## src/sv/xtea_pkg.sv

```systemverilog
`timescale 1ns / 1ps

package xtea_pkg;

    // Block and key geometry
    localparam int WORD_W     = 32;
    localparam int KEY_WORDS  = 4;
    localparam int KEY_SEL_W  = $clog2(KEY_WORDS);
    localparam int CYCLES     = 32;
    localparam int NUM_STEPS  = 2 * CYCLES;
    localparam int SUM_SHIFT  = 11;
    localparam int MIX_SHL    = 4;
    localparam int MIX_SHR    = 5;

    typedef logic [WORD_W-1:0]    word_t;
    typedef logic [KEY_SEL_W-1:0] key_sel_t;
    typedef word_t                key_array_t [KEY_WORDS];

    localparam word_t DELTA = 32'h9e37_79b9;

    typedef enum logic
    {
        ACT_ENCRYPT = 1'b0,
        ACT_DECRYPT = 1'b1
    } action_t;

    // One block in flight: x is updated from y at each step, then the halves swap
    typedef struct packed
    {
        action_t action;
        word_t   x;
        word_t   y;
    } stage_data_t;

    // Running sum used by a given half-round step
    function automatic word_t step_sum(input int step, input logic dec);
        int    round;
        word_t mult;
        round = step >> 1;
        if (!dec)
        begin
            mult = ((step & 1) == 0) ? word_t'(round) : word_t'(round + 1);
        end
        else
        begin
            mult = ((step & 1) == 0) ? word_t'(CYCLES - round) : word_t'(CYCLES - round - 1);
        end
        return word_t'(DELTA * mult);
    endfunction

    // Key word picked by a given half-round step
    function automatic key_sel_t step_key_sel(input int step, input logic dec);
        word_t s;
        logic  low_sel;
        s = step_sum(step, dec);
        // Encrypt even and decrypt odd steps use the low sum bits
        low_sel = (((step & 1) == 0) && !dec) || (((step & 1) != 0) && dec);
        return low_sel ? s[KEY_SEL_W-1:0] : s[SUM_SHIFT +: KEY_SEL_W];
    endfunction

endpackage

```

## src/sv/xtea_key_bank.sv

```systemverilog
`timescale 1ns / 1ps

module xtea_key_bank
    import xtea_pkg::*;
(
    input  logic                 clk,
    input  logic                 rst_n,
    input  logic                 cfg_write,
    input  logic [KEY_SEL_W-1:0] cfg_index,
    input  word_t                cfg_data,
    output key_array_t           key
);

    key_array_t key_reg;

    // Capture key words from the configuration port
    always_ff @(posedge clk or negedge rst_n)
    begin
        if (!rst_n)
        begin
            for (int i = 0; i < KEY_WORDS; i++)
            begin
                key_reg[i] <= '0;
            end
        end
        else if (cfg_write)
        begin
            key_reg[cfg_index] <= cfg_data;
        end
    end

    assign key = key_reg;

endmodule

```

## config.mk

```make
export PLATFORM = sky130hd
export DESIGN_NAME = xtea_key_bank
export DESIGN_NICKNAME = d
export VERILOG_FILES = /design/src/sv/xtea_pkg.sv /design/src/sv/xtea_key_bank.sv
export SDC_FILE = /design/constraint.sdc
export NUM_CORES = 1
export LEC_CHECK = 0
export ABC_AREA = 1
export ABC_CLOCK_PERIOD_IN_PS = 800
export CORE_MARGIN = 10
export CORE_UTILIZATION = 30
export DETAILED_ROUTE_END_ITERATION = 10
export DONT_BUFFER_PORTS = 1
export PLACE_DENSITY = 0.44
export SLEW_MARGIN = 40
export SYNTH_ARGS = -nofsm -noshare
export SYNTH_HDL_FRONTEND = slang
export SYNTH_SLANG_ARGS = --single-unit
export TNS_END_PERCENT = 10
```

## constraint.sdc

```tcl
create_clock -name clk -period 0.8 [get_ports clk]
set_clock_uncertainty 0.1 [all_clocks]
set_input_delay 0.12 -clock clk [delete_from_list [all_inputs] [get_ports clk]]
set_output_delay 0.12 -clock clk [all_outputs]
set_load 0.005 [all_outputs]
```

==> qor.yml <==
setup_path:
  crit_slowest_cell: "dfrtp_1"
  r2r_slack_ps: -60
  crit_path_end_kind: "output port"
  path_class: "flop to output port"
  crit_chain: "buf_6"
  crit_start: "key[16]"
  path_buf_inv: 1
  r2r-end: "key[11]"
  reg2reg_from: "key[11]"
  start_kind: "flop"
  arrival_ps: 960
  crit_path_max_incr_delay_ps: 410
  cp_max_fo: 2
  cp_top_family: "flip-flops"
  reg2reg_depth: 3
  required_ps: 580
timing:
  tightest_slew_ps: 286
  grt_setup_unrepaired: "yes"
  relSlewSlack: 0.809
  finalCritPeriodShare: 1.47
  holdWs_ps: -696
  fin_ws_ps: -377
  fin_tns_setup_ps: -37990
  min_period_ps: 1180
  setup_viol: 134
  hold_violations: 248
  max_freq_mhz: 849
  slew_viol_final: 0
final_layout:
  layout_common_cells: "253 x nand2_1, 128 x dfrtp_1, 96 x nand4_1, 65 x buf_6, 40 x dlygate4sd3_1"
  largest_reg_flops: 128
  final_common_cell: "nand2_1"
  layout-drive-gt1-share: 0.185
  stdcell_count: 905
  num-fill-cells: 1709
  antenna_cells: 0
  nets: 704
  areaGrowthSynthToFinish_pct: 39.9
synthesis:
  synth.area.top_cells: "dfrtp_1 62%, nand2_1 19%, nand4_1 12%"
  synth.top_cell.area_share: 0.618
  seq_area_frac_synth: 0.618
  yosys_warnings: 0
  netlist_area_um2: 5190
  netlist_instances: 569
  yosysTopAreaCell: "dfrtp_1"
  synth_fp_nets: 606
  avgSynthCellArea_um2: 9.11
  yosys_register_bits: 128
  ys_types: 9
placement:
  port_buffers: 0
  dp_hpwl_mm: 11.8
  dpl.cell_count: 827
  gp_congestion: 0.779
global_route:
  grt_pass1_vias: 4502
  grt_remaining_overflow: 0
  grt_max_degree: 133
  track_usage: 0.157
  grt_pass1_wl_mm: 27.8
  antenna_found_initial: 0
pwr:
  switching_share: 0.254
  combPwrFrac: 0.144
  leakage_nw: 3.67
  vdd_drop_max_mv: 1.46
  power_density_nw_per_um2: 2680
  p_clk_frac: 0.423
  power.switching_mw: 4.95
  power_frac_seq: 0.433
  total_power_mw: 19.5
  p_int_mw: 14.5
routing:
  drc: 0
  via_per_inst: 4.97
  drt_iter0_drc: 304
  drt-wirelength-per-cell_um: 19.8
  vias: 4495
  first_pass_iters: 4
  wirelength_mm: 17.9
  ant_nets: 0
clocking:
  numClockSinks: 128
  cts-root-buf: "clkbuf_16"
  clk-insertion-delay-late_ps: 410
  cts_tree: "yes"
  cts-buffers-inserted: 17
  clockBufferDepth: 2
  cts_htree_levels: 4
  cts_hold_buffers: 40
  clk_pin_slew_ps: 60
hold_path:
  hold_path.class: "input port to asynchronous set/reset pin"
floorplanning:
  die_x_um: 151
  ios: 165
  initial_core_util: 0.303
  dieArea_um2: 22900
  die_h_um: 151
  core-area_um2: 17100
  num_rows: 48
status:
  failed_checks: "hold timing, setup timing"
  status: "complete, but fails checks"
run:
  drv_cap: 0
worst max path at each step:
stage	endpoint	slack, ps	cells after the start
2_1_floorplan	key[34]	-60	5
3_3_place_gp	key[40]	-200	5
3_5_place_dp	key[37]	-220	5
4_1_cts	key[16]	-400	1
5_1_grt	key[121]	-410	1
6_report	key[16]	-380	1
logic make-up after synthesis:
logic type / after synthesis / share of synthesized area
DFF: 128 / 0.618
buffers and inverters: 52 / 0.0456
and+or+nand+nor: 389 / 0.337
synthesized netlist by cell type:
cell      count
nand3_1      35
buf_4         1
clkbuf_1     19
buf_2        30
inv_1         2
nor2_2        1
nand2_1     257
dfrtp_1     128
nand4_1      96
layout make-up:
cell class,instances,area [µm²],area share
Sequential cell,128,3200,0.442
Multi-Input combinational cell,389,1780,0.245
Timing Repair Buffer,129,1360,0.188
Clock buffer,22,464,0.0640
Tap cell,225,282,0.0388
Clock inverter,10,159,0.0219
Inverter,2,7.51,0.00103
layer usage:
metal	wire, µm	part of all wire	track usage	vias up
li1	-	-	-	2111
met1	7420	0.41	0.197	2229
met2	8730	0.49	0.245	144
met3	1610	0.090	0.0653	11
met4	152	0.0085	0.0438	0
met5	0	0	0	-
power by group through the flow:
stage | Clock [mW] | Combinational [mW] | Sequential [mW]
finish | 8.22 | 2.81 | 8.43
global placement | 0 | 2.18 | 8.45
global route | 8.72 | 3.14 | 8.57
detailed placement | 0 | 2.23 | 8.45
CTS | 8.38 | 2.84 | 8.46
floorplan | 0 | 1.24 | 8.24
timing repair:
| item | CTS | global route |
|---|---|---|
| gates cloned | 0 | 0 |
| hold endpoints to repair | 256 | 248 |
| pin swaps | 1 | 4 |
| endpoints found under the setup margin | 128 | 135 |
| buffers inserted | 3 | 3 |
| gates resized for setup | 67 | 1 |
per-stage QoR:
stage                     utilization  setup WS [ps]  cell area, µm²
final                           0.424           -377            7250
after detailed placement        0.347           -224            5930
after floorplan                     -          -63.2            5370
after global placement          0.347           -197            5930
after CTS                       0.422           -398            7230
after global routing            0.424           -412            7250
(Power assumes the default switching activity.)
