[config.mk]
export PLATFORM = sky130hd
export DESIGN_NAME = xtea_round
export DESIGN_NICKNAME = d
export VERILOG_FILES = /design/src/sv/xtea_pkg.sv /design/src/sv/xtea_round.sv
export SDC_FILE = /design/constraint.sdc
export NUM_CORES = 1
export LEC_CHECK = 0
export ABC_AREA = 1
export CAP_MARGIN = 10
export CORE_UTILIZATION = 45
export CTS_BUF_LIST = sky130_fd_sc_hd__clkbuf_16
export DETAILED_ROUTE_END_ITERATION = 16
export DONT_BUFFER_PORTS = 1
export GPL_ROUTABILITY_DRIVEN = 0
export PLACE_DENSITY_LB_ADDON = 0.1
export SYNTH_ARGS = -nofsm -noshare
export SYNTH_HDL_FRONTEND = slang
export SYNTH_SLANG_ARGS = --single-unit
[constraint.sdc]
create_clock -name clk -period 9.2 [get_ports clk]
set_input_delay 2.76 -clock clk [delete_from_list [all_inputs] [get_ports clk]]
set_output_delay 2.76 -clock clk [all_outputs]
set_load 0.005 [all_outputs]
[src/sv/xtea_pkg.sv]
`timescale 1ns / 1ps

package xtea_pkg;

    // Block and key geometry
    localparam int WORD_W     = 32;
    localparam int KEY_WORDS  = 4;
    localparam int KEY_SEL_W  = $clog2(KEY_WORDS);
    localparam int CYCLES     = 32;
    localparam int NUM_STEPS  = 2 * CYCLES;
    localparam int SUM_SHIFT  = 11;
    localparam int MIX_SHL    = 4;
    localparam int MIX_SHR    = 5;

    typedef logic [WORD_W-1:0]    word_t;
    typedef logic [KEY_SEL_W-1:0] key_sel_t;
    typedef word_t                key_array_t [KEY_WORDS];

    localparam word_t DELTA = 32'h9e37_79b9;

    typedef enum logic
    {
        ACT_ENCRYPT = 1'b0,
        ACT_DECRYPT = 1'b1
    } action_t;

    // One block in flight: x is updated from y at each step, then the halves swap
    typedef struct packed
    {
        action_t action;
        word_t   x;
        word_t   y;
    } stage_data_t;

    // Running sum used by a given half-round step
    function automatic word_t step_sum(input int step, input logic dec);
        int    round;
        word_t mult;
        round = step >> 1;
        if (!dec)
        begin
            mult = ((step & 1) == 0) ? word_t'(round) : word_t'(round + 1);
        end
        else
        begin
            mult = ((step & 1) == 0) ? word_t'(CYCLES - round) : word_t'(CYCLES - round - 1);
        end
        return word_t'(DELTA * mult);
    endfunction

    // Key word picked by a given half-round step
    function automatic key_sel_t step_key_sel(input int step, input logic dec);
        word_t s;
        logic  low_sel;
        s = step_sum(step, dec);
        // Encrypt even and decrypt odd steps use the low sum bits
        low_sel = (((step & 1) == 0) && !dec) || (((step & 1) != 0) && dec);
        return low_sel ? s[KEY_SEL_W-1:0] : s[SUM_SHIFT +: KEY_SEL_W];
    endfunction

endpackage

[src/sv/xtea_round.sv]
`timescale 1ns / 1ps

module xtea_round
    import xtea_pkg::*;
(
    input  logic        clk,
    input  logic        rst_n,
    input  word_t       enc_term,
    input  word_t       dec_term,
    input  logic        up_valid,
    output logic        up_stall,
    input  stage_data_t up_data,
    output logic        down_valid,
    input  logic        down_stall,
    output stage_data_t down_data
);

    logic        valid_reg;
    stage_data_t data_reg;
    stage_data_t data_next;
    logic        advance;
    word_t       mix_val;
    word_t       round_val;

    // Half round: mix the untouched half, fold in sum plus key, add or subtract
    always_comb
    begin
        mix_val   = word_t'((up_data.y << MIX_SHL) ^ (up_data.y >> MIX_SHR)) + up_data.y;
        round_val = mix_val ^ ((up_data.action == ACT_DECRYPT) ? dec_term : enc_term);
        data_next.action = up_data.action;
        data_next.x      = up_data.y;
        data_next.y      = (up_data.action == ACT_DECRYPT) ? (up_data.x - round_val)
                                                           : (up_data.x + round_val);
    end

    // Advance when empty or when the next stage takes this word
    assign advance  = !valid_reg || !down_stall;
    assign up_stall = !advance;

    always_ff @(posedge clk or negedge rst_n)
    begin
        if (!rst_n)
        begin
            valid_reg <= 1'b0;
        end
        else if (advance)
        begin
            valid_reg <= up_valid;
        end
    end

    // Hold payload unless a new word moves in
    always_ff @(posedge clk)
    begin
        if (advance && up_valid)
        begin
            data_reg <= data_next;
        end
    end

    assign down_valid = valid_reg;
    assign down_data  = data_reg;

endmodule

==> impl_results.md <==
- Run status: finished clean
- Relative area change from synthesis to final layout: 7.07%
- Diodes inserted: 0
- Setup violation total in the final timing report: 0
- Clock root buffer: sky130_fd_sc_hd__clkbuf_16
- Number of buffers and inverters on the critical path: 3
- Sequential share of power: 0.270
- Critical path arrival: just under 7000 ps
- Router iterations before antenna repair: 5
- Initial antenna violation count: 0
- Share of cells above drive strength 1: 0.0432
- Library cells used by synthesis: 44
- Reported leakage power: 4.00 nW
- Placeable core region: 16500 µm²
- Share of total power in combinational logic: 0.522
- Post-synthesis area per instance: between 6 and 7 µm²
- Post-layout utilization of the core: 0.491
- Top Family by Delay on Critical Path: compound AO/OA/AOI/OAI gates
- Total wire length: about 20 mm
- Achievable Freq: between 0.1 and 0.15 GHz
- CTS H-tree lvls: 3
- Post-Route Hold Slack: 518 ps
- Number of nets produced by synthesis: roughly 1300
- WL/cell: about 15 µm
- Detailed-route vias per instance: ~5.2
- Worst clock skew: approximately 5.6 ps
- HPWL after detailed placement: approximately 17 mm
- Worst path slowest cell: sky130_fd_sc_hd__inv_2
- DRT antenna net count: 0
- Number of register bits inferred by synthesis: between 60 and 70
- Vert. Die Dim: 132 µm
- Number of placed instances, taps included: 1315
- Final period utilization: 0.738
- Max rail drop VDD: roughly 0.12 mV
- Max Buffers Root-to-Sink: 2
- Library cell with the largest summed area after synthesis: sky130_fd_sc_hd__edfxtp_1
- Most common library cell in the layout ignoring fill and taps: sky130_fd_sc_hd__nand2_1
- Clock buffers created by TritonCTS: 9
- Count of vias placed by the detailed router: roughly 6900
- Net Switching: slightly above 0.7 mW
- Number of instances in the synthesized netlist: about 1100
- Max Cap Viol: 0
- Die Wd: 132 µm
- Via count of the first global-routing pass: around 6600
- Post-layout minimum cycle time: 6790 ps
- Internal Power: 0.969 mW
- Gr usage total: 0.236
- Die footprint: 17400 µm²
- Number of buffers added on ports: 0
- Fraction of the yosys area taken by sequential cells: 0.261
- Crit-path cells: inv_2 > nand2_1 > nand2_1 > xor2_1 > inv_1 > ha_1 > nand3_1 > nand2_1 > xor2_1 > inv_1 > ha_1 > a21oi_1 > a21boi_0 > nor2_1 > o22ai_1 > o21ai_0 > a21boi_0 > o21ai_0 > nand2_1 > a21o_1 > nand2_1
- Cell Pwr Density: about 210 nW/µm²
- Slowest cell delay on critical path: around 620 ps
- Fraction of power spent switching nets: 0.429
- Yosys warning count: 0
- Top post-synthesis cells by area: sky130_fd_sc_hd__edfxtp_1 (26%), sky130_fd_sc_hd__nand2_1 (19%), sky130_fd_sc_hd__ha_1 (10%), sky130_fd_sc_hd__xor2_1 (8.1%), sky130_fd_sc_hd__inv_1 (6.5%)
- Non-filler cells in the finished layout: between 1000 and 1500
- Worst Tran Pin Value: just under 900 ps
- Category of the critical setup timing path: primary input to flip-flop
- IO Count: 200
- Clock insertion delay at the later pin of the skew report: approximately 350 ps
- Power share of the clock group: 0.208
- Number of max-slew violations in the final report: 0
- Most frequent cells in the layout: sky130_fd_sc_hd__nand2_1 (379), sky130_fd_sc_hd__inv_1 (132), sky130_fd_sc_hd__nor2_1 (81)
- Sink count of the clock tree: 66
- Number of hold violations in the final report: 0
- Endpoint type of the worst setup path: flip-flop
- Clk slew on worst S/H paths: 60 ps
- Relative slew slack: 0.411
- Cells resized by post-CTS repair: 0
- HP Class: flip-flop to flip-flop
- CTS tree: built
- Final-stage net count: roughly 1300
- Critical Path Most Common Cell: sky130_fd_sc_hd__nand2_1
- GRT overflow: 0
- First-pass GRT wire length: around 32 mm
- Buffer count from post-CTS setup fixing: 0
- Residual DRC count: 0
- Floorplan row count: 47
- Total of hold buffers inserted after clock tree synthesis: 0
- WP data required: 9300 ps
- Initial standard-cell utilization of the core: 0.458
- Netlist area before placement: 7570 µm²
- Accumulated negative setup slack: 0 ps
- Pin count of the biggest net entering global routing: 66
- Drt first-iter violations: 409
- Top cell type's share of synthesized area: 0.258
- Largest fanout of any net on the critical path: between 50 and 60
- Unrepaired setup endpoints after global routing: false
- Worst Setup Start Kind: primary input
[cell families (layout without fill, tap and decap cells)]
logic type,count (synthesis),after routing,synth area share
AO/OA/AOI/OAI,137,137,0.100
XOR/XNOR,110,110,0.133
adder cells (fa/ha/maj),65,65,0.109
buffers and inverters,145,152,0.0747
flip-flops,66,66,0.261
multiplexers,1,1,0.00132
AND/OR/NAND/NOR,580,580,0.320
[final cells by class]
cell class,instances,area (µm²)
Fill cell,1680,8420
Clock inverter,7,77.6
Clock buffer,9,225
Timing Repair Buffer,1,7.51
Inverter,135,508
Multi-Input combinational cell,893,5040
Tap cell,220,275
Sequential cell,66,1980
[synth_stat cells, drive strengths merged]
master,count
a21boi,3
xor2,73
inv,134
nor2,87
o21bai,6
nor4,4
nand4,15
nand3,63
o21ai,38
and2,1
mux2i,1
fa,2
clkinv,1
xnor2,37
dfrtp,1
o21a,3
nor3,11
or2,6
a21o,5
a211oi,2
o22ai,1
nand3b,6
o2111ai,1
a31oi,7
ha,63
nand2,387
buf,7
edfxtp,65
clkbuf,3
a21oi,71
[power groups by stage]
stage               registers [mW]  clock network (mW)  logic, mW
floorplan                    0.459                   0      0.711
finish                       0.458               0.352      0.886
global route                 0.463               0.372       1.01
CTS                          0.460               0.362      0.885
detailed placement           0.465                   0      0.881
global placement             0.463                   0      0.877
[layer usage]
layer | up-vias | track usage | wire [µm] | part of all wire
met2 | 203 | 0.388 | 9200 | 0.46
met3 | 23 | 0.0440 | 1140 | 0.057
met5 | - | 0 | 0 | 0
met4 | 0 | 0.0762 | 420 | 0.021
met1 | 3044 | 0.311 | 9400 | 0.47
li1 | 3605 | - | - | -
[final timing paths]
kind                            depth (start not counted)  slack [ps]                      end              startpoint
worst max-delay path                                   21        2410  down_data[23]$_DFFE_PP_             up_data[64]
worst min-delay path                                    2         520   down_valid$_DFFE_PN0N_  down_valid$_DFFE_PN0N_
worst max register to register                          4        7500  down_data[60]$_DFFE_PP_  down_valid$_DFFE_PN0N_
worst min register to register                          2         520   down_valid$_DFFE_PN0N_  down_valid$_DFFE_PN0N_
max in group asynchronous                               0        7030   down_valid$_DFFE_PN0N_                   rst_n
min in group asynchronous                               0        2110   down_valid$_DFFE_PN0N_                   rst_n
[worst reg2reg max path: cells and delay by family (launching register included)]
family | cells | cell delay [ps]
buffers and inverters | 2 | 730
and+or+nand+nor | 2 | 170
DFF | 1 | 390
[state kept, by name (all words and copies together), names as in the netlist]
| signal | cells |
|---|---|
| down_data | 65 |
| down_valid | 1 |
[per-stage QoR]
step                      worst slack (ps)  power, mW  instance area, µm²
after floorplan                       2820       1.17                7570
after global placement                1990       1.34                7800
after CTS                             2420       1.71                8110
after detailed placement              2050       1.35                7800
final                                 2410       1.70                8110
after global routing                  1980       1.85                8110
Note: power is estimated with default switching activity, not from simulation.
